**src/csc_pkg.sv**
```systemverilog
// Shared types and constants for the camera scaler setup calculator.
// Depends on nothing; imported by every module of the block.
`timescale 1ns / 1ps

package csc_pkg;

    // Fixed field widths
    localparam int LINE_BYTES_W = 15;
    localparam int RATIO_W      = 6;
    localparam int SHIFT_W      = 3;
    localparam int SF_W         = 4;
    localparam int QUOT_W       = 9;
    localparam int FRAC_BITS    = 8;
    localparam int BURST_W      = 5;

    // Prescale limits: largest prescale shift, and the shift at which a ratio is out of range
    localparam int PRE_SHIFT_MAX = 5;
    localparam int OOR_SHIFT     = 6;

    // Shift factor base
    localparam logic [SF_W-1:0] SHIFT_BASE = 4'd10;

    // DMA burst lengths in words
    localparam logic [BURST_W-1:0] BURST_4  = 5'd4;
    localparam logic [BURST_W-1:0] BURST_8  = 5'd8;
    localparam logic [BURST_W-1:0] BURST_16 = 5'd16;

    // Width of the result fields that do not follow the size width
    localparam int OUT_FIXED_W = 2*RATIO_W + SF_W + 2*QUOT_W + 1 + 2*BURST_W;

    // Front-to-back queue depth and pointer width
    localparam int QUEUE_DEPTH = 2;
    localparam int QPTR_W      = 1;

    // Classification of one request, made by the front end
    typedef struct packed {
        logic               oor;
        logic               scale_up;
        logic [SHIFT_W-1:0] hshift;
        logic [SHIFT_W-1:0] vshift;
        logic [BURST_W-1:0] body_burst;
        logic [BURST_W-1:0] last_burst;
    } csc_ctrl_t;

    localparam int CTRL_W = $bits(csc_ctrl_t);

endpackage

```
**src/csc_front.sv**
```systemverilog
// Front end: takes request beats, picks prescale shifts, range flag and bursts.
// Depends on csc_pkg; feeds csc_queue.
`timescale 1ns / 1ps

module csc_front
    import csc_pkg::*;
#(
    parameter int SIZE_BITS = 13
) (
    input  logic                                       s_axis_tvalid,
    output logic                                       s_axis_tready,
    // source_width, source_height, target_width, target_height, line_bytes, zero fill
    input  logic [((4*SIZE_BITS+LINE_BYTES_W+7)/8)*8-1:0] s_axis_tdata,
    input  logic                                       q_full,
    output logic                                       push,
    output csc_ctrl_t                                  push_ctrl,
    // source_width, source_height, target_width, target_height
    output logic [4*SIZE_BITS-1:0]                     push_size
);

    localparam int EXT_W = SIZE_BITS + OOR_SHIFT;

    logic [SIZE_BITS-1:0]    src_w;
    logic [SIZE_BITS-1:0]    src_h;
    logic [SIZE_BITS-1:0]    tar_w;
    logic [SIZE_BITS-1:0]    tar_h;
    logic [LINE_BYTES_W-1:0] line_bytes;
    logic [LINE_BYTES_W-3:0] words;
    logic [SHIFT_W:0]        pick_h;
    logic [SHIFT_W:0]        pick_v;

    // Returns {out_of_range, shift} for one axis
    function automatic logic [SHIFT_W:0] pick_prescale(
        input logic [SIZE_BITS-1:0] src,
        input logic [SIZE_BITS-1:0] tar
    );
        logic [EXT_W-1:0]   s_ext;
        logic [EXT_W-1:0]   t_ext;
        logic [SHIFT_W-1:0] shift;
        logic               oor;
        s_ext = EXT_W'(src);
        t_ext = EXT_W'(tar);
        oor   = (s_ext >= (t_ext << OOR_SHIFT));
        shift = '0;
        // Largest shift whose scaled target still fits in the source
        for (int k = 1; k <= PRE_SHIFT_MAX; k++) begin
            if (s_ext >= (t_ext << k)) begin
                shift = SHIFT_W'(k);
            end
        end
        return {oor, shift};
    endfunction

    // Unpack the request
    assign src_w      = s_axis_tdata[0*SIZE_BITS +: SIZE_BITS];
    assign src_h      = s_axis_tdata[1*SIZE_BITS +: SIZE_BITS];
    assign tar_w      = s_axis_tdata[2*SIZE_BITS +: SIZE_BITS];
    assign tar_h      = s_axis_tdata[3*SIZE_BITS +: SIZE_BITS];
    assign line_bytes = s_axis_tdata[4*SIZE_BITS +: LINE_BYTES_W];
    assign words      = line_bytes[LINE_BYTES_W-1:2];

    // Accept whenever the queue has room
    assign s_axis_tready = !q_full;
    assign push          = s_axis_tvalid && !q_full;
    assign push_size     = {tar_h, tar_w, src_h, src_w};

    assign pick_h = pick_prescale(src_w, tar_w);
    assign pick_v = pick_prescale(src_h, tar_h);

    // Classify the request
    always_comb begin
        push_ctrl.oor      = pick_h[SHIFT_W] || pick_v[SHIFT_W];
        push_ctrl.scale_up = (tar_w >= src_w);
        push_ctrl.hshift   = pick_h[SHIFT_W-1:0];
        push_ctrl.vshift   = pick_v[SHIFT_W-1:0];
        priority if (words[3:0] == 4'd0) begin
            push_ctrl.body_burst = BURST_16;
            push_ctrl.last_burst = BURST_16;
        end else if (words[3:0] == 4'd4) begin
            push_ctrl.body_burst = BURST_16;
            push_ctrl.last_burst = BURST_4;
        end else if (words[3:0] == 4'd8) begin
            push_ctrl.body_burst = BURST_16;
            push_ctrl.last_burst = BURST_8;
        end else if (words[2:0] == 3'd0) begin
            push_ctrl.body_burst = BURST_8;
            push_ctrl.last_burst = BURST_8;
        end else if (words[2:0] == 3'd4) begin
            push_ctrl.body_burst = BURST_8;
            push_ctrl.last_burst = BURST_4;
        end else if (words[1:0] == 2'd0) begin
            push_ctrl.body_burst = BURST_4;
            push_ctrl.last_burst = BURST_4;
        end else begin
            push_ctrl.body_burst = BURST_4;
            push_ctrl.last_burst = BURST_W'(words[1:0]);
        end
    end

endmodule

```
**src/csc_queue.sv**
```systemverilog
// Two-entry queue between the front end and the compute back end.
// Depends on csc_pkg for depth and pointer width.
`timescale 1ns / 1ps

module csc_queue
    import csc_pkg::*;
#(
    parameter int DATA_W = 70
) (
    input  logic              aclk,
    input  logic              aresetn,
    input  logic              push,
    input  logic [DATA_W-1:0] din,
    output logic              full,
    input  logic              pop,
    output logic [DATA_W-1:0] dout,
    output logic              not_empty
);

    logic [DATA_W-1:0] mem_reg [0:QUEUE_DEPTH-1];
    logic [QPTR_W-1:0] wr_ptr_reg, wr_ptr_next;
    logic [QPTR_W-1:0] rd_ptr_reg, rd_ptr_next;
    logic [QPTR_W:0]   count_reg, count_next;
    logic              do_push;
    logic              do_pop;

    assign full      = (count_reg == (QPTR_W+1)'(QUEUE_DEPTH));
    assign not_empty = (count_reg != '0);
    assign dout      = mem_reg[rd_ptr_reg];
    assign do_push   = push && !full;
    assign do_pop    = pop && not_empty;

    // Advance pointers and fill count
    always_comb begin
        wr_ptr_next = do_push ? wr_ptr_reg + 1'b1 : wr_ptr_reg;
        rd_ptr_next = do_pop  ? rd_ptr_reg + 1'b1 : rd_ptr_reg;
        count_next  = count_reg;
        if (do_push && !do_pop) begin
            count_next = count_reg + 1'b1;
        end else if (do_pop && !do_push) begin
            count_next = count_reg - 1'b1;
        end
    end

    always_ff @(posedge aclk) begin
        if (!aresetn) begin
            wr_ptr_reg <= '0;
            rd_ptr_reg <= '0;
            count_reg  <= '0;
        end else begin
            wr_ptr_reg <= wr_ptr_next;
            rd_ptr_reg <= rd_ptr_next;
            count_reg  <= count_next;
        end
    end

    // Store the entry
    always_ff @(posedge aclk) begin
        if (do_push) begin
            mem_reg[wr_ptr_reg] <= din;
        end
    end

endmodule

```
**src/csc_back.sv**
```systemverilog
// Back end: setup stage, bit-per-stage ratio divider, area product, result register.
// Depends on csc_pkg; fed by csc_queue.
`timescale 1ns / 1ps

module csc_back
    import csc_pkg::*;
#(
    parameter int SIZE_BITS = 13
) (
    input  logic                                          aclk,
    input  logic                                          aresetn,
    input  logic                                          q_valid,
    output logic                                          q_pop,
    input  csc_ctrl_t                                     q_ctrl,
    // source_width, source_height, target_width, target_height
    input  logic [4*SIZE_BITS-1:0]                        q_size,
    output logic                                          m_axis_tvalid,
    input  logic                                          m_axis_tready,
    // pre_hor_ratio, pre_ver_ratio, shift_factor, pre_dst_width, pre_dst_height,
    // main_hor_ratio, main_ver_ratio, scale_up, body_burst, tail_burst,
    // target_area, zero fill
    output logic [((4*SIZE_BITS+OUT_FIXED_W+7)/8)*8-1:0] m_axis_tdata,
    // out_of_range
    output logic                                          m_axis_tuser
);

    localparam int NUM_W    = SIZE_BITS + FRAC_BITS;
    localparam int DEN_W    = SIZE_BITS + PRE_SHIFT_MAX;
    localparam int CMP_W    = DEN_W + QUOT_W - 1;
    localparam int AREA_W   = 2 * SIZE_BITS;
    localparam int M_DATA_W = ((4*SIZE_BITS+OUT_FIXED_W+7)/8)*8;

    logic [SIZE_BITS-1:0] src_w;
    logic [SIZE_BITS-1:0] src_h;
    logic [SIZE_BITS-1:0] tar_w;
    logic [SIZE_BITS-1:0] tar_h;
    logic                 en;

    // Pipeline stage registers: stage 0 is setup, stage j+1 holds quotient bits QUOT_W-1 down to QUOT_W-1-j
    logic [QUOT_W:0]      val_reg;
    csc_ctrl_t            ctrl_reg  [0:QUOT_W];
    logic [SIZE_BITS-1:0] pdw_reg   [0:QUOT_W];
    logic [SIZE_BITS-1:0] pdh_reg   [0:QUOT_W];
    logic [AREA_W-1:0]    area_reg  [0:QUOT_W];
    logic [NUM_W-1:0]     rem_h_reg [0:QUOT_W];
    logic [NUM_W-1:0]     rem_v_reg [0:QUOT_W];
    logic [DEN_W-1:0]     den_h_reg [0:QUOT_W];
    logic [DEN_W-1:0]     den_v_reg [0:QUOT_W];
    logic [QUOT_W-1:0]    quo_h_reg [0:QUOT_W];
    logic [QUOT_W-1:0]    quo_v_reg [0:QUOT_W];

    logic [CMP_W:0]       diff_h     [0:QUOT_W-1];
    logic [CMP_W:0]       diff_v     [0:QUOT_W-1];
    logic [NUM_W-1:0]     rem_h_next [0:QUOT_W-1];
    logic [NUM_W-1:0]     rem_v_next [0:QUOT_W-1];
    logic [QUOT_W-1:0]    quo_h_next [0:QUOT_W-1];
    logic [QUOT_W-1:0]    quo_v_next [0:QUOT_W-1];

    csc_ctrl_t            last_ctrl;
    logic [RATIO_W-1:0]   ratio_h;
    logic [RATIO_W-1:0]   ratio_v;
    logic [SF_W-1:0]      shift_factor;
    logic                 m_tvalid_reg;
    logic [M_DATA_W-1:0]  m_tdata_reg, m_tdata_next;
    logic                 m_tuser_reg, m_tuser_next;

    assign src_w = q_size[0*SIZE_BITS +: SIZE_BITS];
    assign src_h = q_size[1*SIZE_BITS +: SIZE_BITS];
    assign tar_w = q_size[2*SIZE_BITS +: SIZE_BITS];
    assign tar_h = q_size[3*SIZE_BITS +: SIZE_BITS];

    // Whole pipeline holds while the result register is stalled
    assign en    = !m_tvalid_reg || m_axis_tready;
    assign q_pop = en && q_valid;

    // One quotient bit per stage, both axes side by side
    always_comb begin
        for (int j = 0; j < QUOT_W; j++) begin
            diff_h[j] = {1'b0, CMP_W'(rem_h_reg[j])}
                      - {1'b0, (CMP_W'(den_h_reg[j]) << (QUOT_W-1-j))};
            diff_v[j] = {1'b0, CMP_W'(rem_v_reg[j])}
                      - {1'b0, (CMP_W'(den_v_reg[j]) << (QUOT_W-1-j))};
            rem_h_next[j] = diff_h[j][CMP_W] ? rem_h_reg[j] : diff_h[j][NUM_W-1:0];
            rem_v_next[j] = diff_v[j][CMP_W] ? rem_v_reg[j] : diff_v[j][NUM_W-1:0];
            quo_h_next[j] = {quo_h_reg[j][QUOT_W-2:0], ~diff_h[j][CMP_W]};
            quo_v_next[j] = {quo_v_reg[j][QUOT_W-2:0], ~diff_v[j][CMP_W]};
        end
    end

    // Stage valid bits
    always_ff @(posedge aclk) begin
        if (!aresetn) begin
            val_reg <= '0;
        end else if (en) begin
            val_reg <= {val_reg[QUOT_W-1:0], q_valid};
        end
    end

    // Stage payload: setup from the queue head, then divider steps
    always_ff @(posedge aclk) begin
        if (en) begin
            ctrl_reg[0]  <= q_ctrl;
            pdw_reg[0]   <= src_w >> q_ctrl.hshift;
            pdh_reg[0]   <= src_h >> q_ctrl.vshift;
            area_reg[0]  <= AREA_W'(tar_w) * AREA_W'(tar_h);
            rem_h_reg[0] <= {src_w, {FRAC_BITS{1'b0}}};
            rem_v_reg[0] <= {src_h, {FRAC_BITS{1'b0}}};
            den_h_reg[0] <= DEN_W'(tar_w) << q_ctrl.hshift;
            den_v_reg[0] <= DEN_W'(tar_h) << q_ctrl.vshift;
            quo_h_reg[0] <= '0;
            quo_v_reg[0] <= '0;
            for (int j = 0; j < QUOT_W; j++) begin
                ctrl_reg[j+1]  <= ctrl_reg[j];
                pdw_reg[j+1]   <= pdw_reg[j];
                pdh_reg[j+1]   <= pdh_reg[j];
                area_reg[j+1]  <= area_reg[j];
                rem_h_reg[j+1] <= rem_h_next[j];
                rem_v_reg[j+1] <= rem_v_next[j];
                den_h_reg[j+1] <= den_h_reg[j];
                den_v_reg[j+1] <= den_v_reg[j];
                quo_h_reg[j+1] <= quo_h_next[j];
                quo_v_reg[j+1] <= quo_v_next[j];
            end
        end
    end

    // Pack the result; drop every field to zero when out of range
    assign last_ctrl    = ctrl_reg[QUOT_W];
    assign ratio_h      = RATIO_W'(1) << last_ctrl.hshift;
    assign ratio_v      = RATIO_W'(1) << last_ctrl.vshift;
    assign shift_factor = SHIFT_BASE - SF_W'(last_ctrl.hshift) - SF_W'(last_ctrl.vshift);

    always_comb begin
        m_tuser_next = last_ctrl.oor;
        if (last_ctrl.oor) begin
            m_tdata_next = '0;
        end else begin
            m_tdata_next = M_DATA_W'({area_reg[QUOT_W], last_ctrl.last_burst,
                                      last_ctrl.body_burst, last_ctrl.scale_up,
                                      quo_v_reg[QUOT_W], quo_h_reg[QUOT_W],
                                      pdh_reg[QUOT_W], pdw_reg[QUOT_W],
                                      shift_factor, ratio_v, ratio_h});
        end
    end

    // Result register
    always_ff @(posedge aclk) begin
        if (!aresetn) begin
            m_tvalid_reg <= 1'b0;
        end else if (en) begin
            m_tvalid_reg <= val_reg[QUOT_W];
        end
    end

    always_ff @(posedge aclk) begin
        if (en) begin
            m_tdata_reg <= m_tdata_next;
            m_tuser_reg <= m_tuser_next;
        end
    end

    assign m_axis_tvalid = m_tvalid_reg;
    assign m_axis_tdata  = m_tdata_reg;
    assign m_axis_tuser  = m_tuser_reg;

endmodule

```
**src/camera_scaler_setup_calc.sv**
```systemverilog
// Top level of the camera scaler setup calculator: front end, queue, back end.
// Depends on csc_pkg, csc_front, csc_queue and csc_back.
//
//   Channel  Dir  Beat carries
//   s_axis   in   source_width, source_height, target_width, target_height, line_bytes
//   m_axis   out  prescale ratios, shift factor, prescaled sizes, main ratios,
//                 scale_up, bursts, target_area; tuser = out_of_range
//
// One request per cycle sustained while the result is not stalled; after
// acceptance the setup stage takes a request from the queue, nine divider
// stages (one quotient bit each) follow, then the result register.
// Reset empties the queue and clears all stage valid bits.
// A stalled result holds the whole back end; the two-entry queue keeps taking
// requests until it fills, then s_axis_tready drops.
`timescale 1ns / 1ps

module camera_scaler_setup_calc
    import csc_pkg::*;
#(
    parameter int SIZE_BITS = 13
) (
    input  logic                                          aclk,
    input  logic                                          aresetn,
    input  logic                                          s_axis_tvalid,
    output logic                                          s_axis_tready,
    // source_width, source_height, target_width, target_height, line_bytes, zero fill
    input  logic [((4*SIZE_BITS+LINE_BYTES_W+7)/8)*8-1:0] s_axis_tdata,
    output logic                                          m_axis_tvalid,
    input  logic                                          m_axis_tready,
    // pre_hor_ratio, pre_ver_ratio, shift_factor, pre_dst_width, pre_dst_height,
    // main_hor_ratio, main_ver_ratio, scale_up, body_burst, tail_burst,
    // target_area, zero fill
    output logic [((4*SIZE_BITS+OUT_FIXED_W+7)/8)*8-1:0] m_axis_tdata,
    // out_of_range
    output logic                                          m_axis_tuser
);

    localparam int SIZE_W  = 4 * SIZE_BITS;
    localparam int ENTRY_W = CTRL_W + SIZE_W;

    logic                 push;
    csc_ctrl_t            push_ctrl;
    logic [SIZE_W-1:0]    push_size;
    logic                 q_full;
    logic                 q_valid;
    logic                 q_pop;
    logic [ENTRY_W-1:0]   q_dout;
    csc_ctrl_t            q_ctrl;
    logic [SIZE_W-1:0]    q_size;

    csc_front #(
        .SIZE_BITS(SIZE_BITS)
    ) u_front (
        .s_axis_tvalid(s_axis_tvalid),
        .s_axis_tready(s_axis_tready),
        .s_axis_tdata (s_axis_tdata),
        .q_full       (q_full),
        .push         (push),
        .push_ctrl    (push_ctrl),
        .push_size    (push_size)
    );

    csc_queue #(
        .DATA_W(ENTRY_W)
    ) u_queue (
        .aclk     (aclk),
        .aresetn  (aresetn),
        .push     (push),
        .din      ({push_ctrl, push_size}),
        .full     (q_full),
        .pop      (q_pop),
        .dout     (q_dout),
        .not_empty(q_valid)
    );

    // Split the queue head back into classification and sizes
    assign q_ctrl = csc_ctrl_t'(q_dout[ENTRY_W-1 -: CTRL_W]);
    assign q_size = q_dout[SIZE_W-1:0];

    csc_back #(
        .SIZE_BITS(SIZE_BITS)
    ) u_back (
        .aclk         (aclk),
        .aresetn      (aresetn),
        .q_valid      (q_valid),
        .q_pop        (q_pop),
        .q_ctrl       (q_ctrl),
        .q_size       (q_size),
        .m_axis_tvalid(m_axis_tvalid),
        .m_axis_tready(m_axis_tready),
        .m_axis_tdata (m_axis_tdata),
        .m_axis_tuser (m_axis_tuser)
    );

endmodule

```
**config.mk**
```make
export PLATFORM = sky130hd
export DESIGN_NAME = camera_scaler_setup_calc
export DESIGN_NICKNAME = d
export VERILOG_FILES = /design/src/csc_pkg.sv /design/src/csc_front.sv /design/src/csc_queue.sv /design/src/csc_back.sv /design/src/camera_scaler_setup_calc.sv
export SDC_FILE = /design/constraint.sdc
export NUM_CORES = 2
export LEC_CHECK = 0
export BUFFER_PORTS_ARGS = -buffer_cell sky130_fd_sc_hd__buf_2
export CORE_MARGIN = 3
export CORE_UTILIZATION = 51
export DETAILED_ROUTE_END_ITERATION = 8
export HOLD_SLACK_MARGIN = 0.05
export PLACE_DENSITY = 0.7
export RECOVER_POWER = 50
export SYNTH_ARGS = -nofsm -noshare
export SYNTH_HDL_FRONTEND = slang
export SYNTH_SLANG_ARGS = --single-unit
```
**constraint.sdc**
```tcl
create_clock -name aclk -period 50.6 [get_ports aclk]
set_input_delay 5.06 -clock aclk [delete_from_list [all_inputs] [get_ports aclk]]
set_output_delay 5.06 -clock aclk [all_outputs]
set_load 0.05 [all_outputs]
```
Word-level counts from Yosys, hierarchy flattened. Memory sizes are Yosys's and may differ from the RTL's. A register that Yosys moved wholly into a read port is not among the register bits. Cells that the tools add are included. W data, S select, Z words.

Output and inout bits: 107. Flip-flop bits (word level): 120. Memories kept: 11. Memory bits (writable): 1800. Logic and storage cells: 144.

Memory list: u_back.area_reg (words 10, width 26, rd ports 10, clocked after Yosys merged registers in 1, wr ports 10, RTL line csc_back.sv:44) `logic [AREA_W-1:0] area_reg [0:QUOT_W];`; u_back.rem_h_reg (words 10, width 21, rd ports 9, clocked after Yosys merged registers in 0, wr ports 10, RTL line csc_back.sv:45) `logic [NUM_W-1:0] rem_h_reg [0:QUOT_W];`; u_back.rem_v_reg (words 10, width 21, rd ports 9, clocked after Yosys merged registers in 0, wr ports 10, RTL line csc_back.sv:46) `logic [NUM_W-1:0] rem_v_reg [0:QUOT_W];`; u_back.ctrl_reg (words 10, width 18, rd ports 10, clocked after Yosys merged registers in 0, wr ports 10, RTL line csc_back.sv:41) `csc_ctrl_t ctrl_reg [0:QUOT_W];`; u_back.den_h_reg (words 10, width 18, rd ports 9, clocked after Yosys merged registers in 0, wr ports 10, RTL line csc_back.sv:47) `logic [DEN_W-1:0] den_h_reg [0:QUOT_W];`; u_back.den_v_reg (words 10, width 18, rd ports 9, clocked after Yosys merged registers in 0, wr ports 10, RTL line csc_back.sv:48) `logic [DEN_W-1:0] den_v_reg [0:QUOT_W];`; +5 memories.

Mux-type cells: 42. Reductions and logical operators: 17. Magnitude comparators: 13. Multiply operators: 1. Equal/unequal tests: 4. Bitwise operators: 18. Shift operators: 6. Add/sub/neg operators: 24.

Operators with widths (number): $mux W21 (18); $sub A21 B26 Y27 (2); $sub A21 B25 Y26 (2); $mux W10 (5); $sub A21 B24 Y25 (2); $sub A21 B23 Y24 (2); $sub A21 B22 Y23 (2); $sub A21 B18 Y22 (2); $sub A21 B19 Y22 (2); $sub A21 B20 Y22 (2); $sub A21 B21 Y22 (2); $ge A13 B19 Y1 (2); $ge A13 B18 Y1 (2); $shl A13 B3 Y18 (2); $ge A13 B17 Y1 (2); $ge A13 B16 Y1 (2); $ge A13 B15 Y1 (2); $ge A13 B14 Y1 (2); $mux W3 (9); $mul A13 B13 Y26 (1); $shr A13 B3 Y13 (2); $not A1 Y1 (18); $ge A13 B13 Y1 (1); $shl A1 B3 Y6 const A (2); 18 further kinds (37).

Logic depth before layout (Yosys ltp).
Depth after elaboration: 8. Depth in mapped cells: 26. Gate-level depth less buffers: 23.

Cells and area by module. From an unflattened synthesis, not the netlist that was laid out.

Cell total of the unflattened synthesis: 5646. Area, all modules: 78505.3 um^2.

Modules (own cells, without submodules): csc_back (instances 1, sequential area each 45323.5 um^2, area an instance 69728.1 um^2, cells an instance 4962); csc_queue (instances 1, sequential area each 4304.1 um^2, area an instance 5268.8 um^2, cells an instance 243); csc_front (instances 1, sequential area each 0.0 um^2, area an instance 3508.4 um^2, cells an instance 441).

Worst setup path before layout. No wires, ideal clock.

Path type: input -> register. Start point: in m_axis_tready. End point: mem u_back.area_reg[0][0] (netlist name), enable pin. Stages: 3. Setup time: 2434 ps. Required time: 48166 ps. Slack: 2871 ps. Arrival time: 45295 ps. Cell sequence: nor2b_1 > inv_1 > clkbuf_1.

RTL lines: from (decl) (RTL line camera_scaler_setup_calc.sv:29) `input logic m_axis_tready,`; to (decl) (RTL line csc_back.sv:44).

==> flow_summary.yaml <==
place:
  gp_congestion: 0.8687
  io_buffer_count: 157
  dpl.hpwl_mm: 87.45
floorplan:
  chipWidth_microns: 393.5
  dieArea_sq_um: 154800
  core.rowCount: 141
  initial_utilization_pct: 51.60
  die_h_microns: 393.5
  coreArea_sq_um: 148400
  ioPinCount: 183
synth:
  avgSynthCellArea_sq_um: 13.78
  synth_cells: 5556
  ys_seq_area_share_pct: 63.80
  yosysTopAreaCell: "edfxtp_1"
  synth_edf_count: 1616
  synth_seq_cells: 1632
  synth_top_area_share_pct: 63.38
  synth_cell_types: 88
  yosysWarnings: 0
  synthTopCellsByCount: "edfxtp_1 (1616), inv_1 (606), ha_1 (481)"
  async_flop_share_pct: 0
  netlist_area_sq_um: 76560
  ys.flop_type: "edfxtp_1"
  synth_area_leaders: "edfxtp_1 (63%), ha_1 (7.9%), fa_1 (3.6%), inv_1 (3.0%), mux2_2 (2.2%)"
  yosysMostFrequentCell: "edfxtp_1"
clock_tree:
  clkTransAtPathRegs_ps: 60
  clockBufferDepth: 3
  cts_setup_buffers: 0
  insertion_delay_ps: 780
  cts-htree-levels: 4
  cts_buffers: 165
  cts-root-buf: "clkbuf_16"
  cts.repair.resized: 0
  cts_tree: "done"
  cts_hold_buffers: 0
  clkSinkCount: 1632
sta:
  skew_ps: 40.18
  slew_viol_final: 543
  final-setup-viol-count: 0
  fin_tns_setup_ps: 0
  period_share_pct: 23.15
  rsz0062_at_grt: "no"
  fmax_mhz: 85.35
  relSlewSlack_pct: -187.3
  layout_min_cycle_time_ps: 11720
  worst_pin_slew_ps: 4309
  finalHoldViolCount: 0
run_status:
  violations: "max-capacitance violations, max-slew violations"
  status: "finished with violations"
route:
  wl_met3_mm: 5.210
  wl_met1_mm: 55.59
  highest_layer: "met4"
  wirelength_mm: 125.6
  vias_per_cell: 5.232
  ant_nets: 0
  drt_iter0_markers: 2228
  first_pass_iters: 7
  drt-wirelength-per-cell_microns: 15.76
  dr_wl_met2_mm: 60.13
  drc: 0
  vias: 41680
critical_path:
  reg2reg_slack_ps: 39690
  crit_top_cell: "buf_4"
  required_ps: 50990
  slowest_stage: "buf_4"
  cp_cell_sequence: "buf_2 > nor2b_1 > inv_8 > buf_4 > buf_4 > buf_4 > buf_4 > buf_4 > buf_4 > buf_4"
  critPathLaunchType: "input port"
  critPathCaptureType: "flip-flop"
  critical-path-max-stage-delay_ps: 930
  cp_max_fo: 130
  crit_arrival_ps: 12110
  crit_type: "in2reg"
run:
  cap_violations: 15
final_layout:
  syn2layout_area_growth_pct: 10.64
  largest_register_ffs: 260
  diodes: 0
  multi_input_area_sq_um: 24810
  fillers: 11540
  num-nets-final: 6528
  register_area_sq_um: 48850
  drive_above_1_share_pct: 8.618
global_routing:
  first_global_vias: 41520
  grt_max_degree: 204
  grtUsageTotal_pct: 16.34
  grt_overflow: 0
  antenna_found_initial: 1
  grt_pass1_wl_mm: 207.5
min_path:
  hp-class: "reg2reg"
## per-layer routing
metal	vias to the layer above	track usage, %
met5	-	0
met4	0	6.781
met3	249	2.750
met2	856	27.24
met1	19940	21.31
li1	20640	-
## cells in the final DEF, fill, tap and decap left out, types with 47 or more instances in the layout
cell type and n:
a21oi_1 247, nor2_1 371, ha_1 481, o21ai_0 272, buf_2 103, nand2_1 367
xor2_1 78, mux2i_1 73, nor2b_1 147, edfxtp_1 1616, fa_1 138, clkbuf_1 107
xnor2_1 130, clkbuf_16 165, o21a_1 58, mux2_2 119, a21o_1 104, nand3_1 58
inv_1 608, nand2b_1 47, nor3_1 72
## logic make-up after synthesis
kind of cell,after synthesis,synth area share (%)
multiplexers,240,3.473
adder cells (fa/ha/maj),619,11.47
AND/OR/NAND/NOR,1196,7.233
XOR/XNOR,208,2.379
AO/OA/AOI/OAI,949,8.045
other,1,0.004898
buffers and inverters,711,3.597
flip-flops,1632,63.80
## metrics by stage
stage | setup WS (ps) | util [%] | instance area [sq um] | hold slack, ps | instances
2_1_floorplan | 2871 | - | 76590 | 400.3 | 5564
3_3_place_gp | 38010 | 53.80 | 79820 | 400.5 | 7668
3_5_place_dp | 37890 | 53.80 | 79820 | 404.5 | 7668
4_1_cts | 38730 | 57.33 | 85070 | 409.1 | 7966
5_1_grt | 38060 | 57.10 | 84710 | 413.1 | 7966
6_report | 38880 | 57.10 | 84710 | 406.0 | 7966
## area by class of cell
class	instances	area share, %
inverters	610	2.712
clock inverters	99	1.171
flip-flops and latches	1632	57.66
well taps	2002	2.957
multi-input cells	3221	29.29
repair buffers	203	1.186
clock buffers	199	5.025
## critical path, delay by kind of cell
| kind | cells | cell delay, ps |
|---|---|---|
| buf+inv | 9 | 6570 |
| simple gates | 1 | 190 |
## worst paths after layout
check / start / endpoint / depth (start not counted)
worst min register to register: u_back.area_reg[1][12]$_DFFE_PN_ / u_back.area_reg[2][12]$_DFFE_PN_ / 0
worst max-delay path: m_axis_tready / u_back.rem_h_reg[7][15]$_DFFE_PN_ / 10
worst max register to register: flip-flop / u_back.area_reg[0][24]$_DFFE_PN_ / 22
worst min-delay path: u_back.area_reg[1][12]$_DFFE_PN_ / u_back.area_reg[2][12]$_DFFE_PN_ / 0
Power is not shown: default switching activity piles up to over one toggle a cycle in this logic, so the estimate is an artifact.
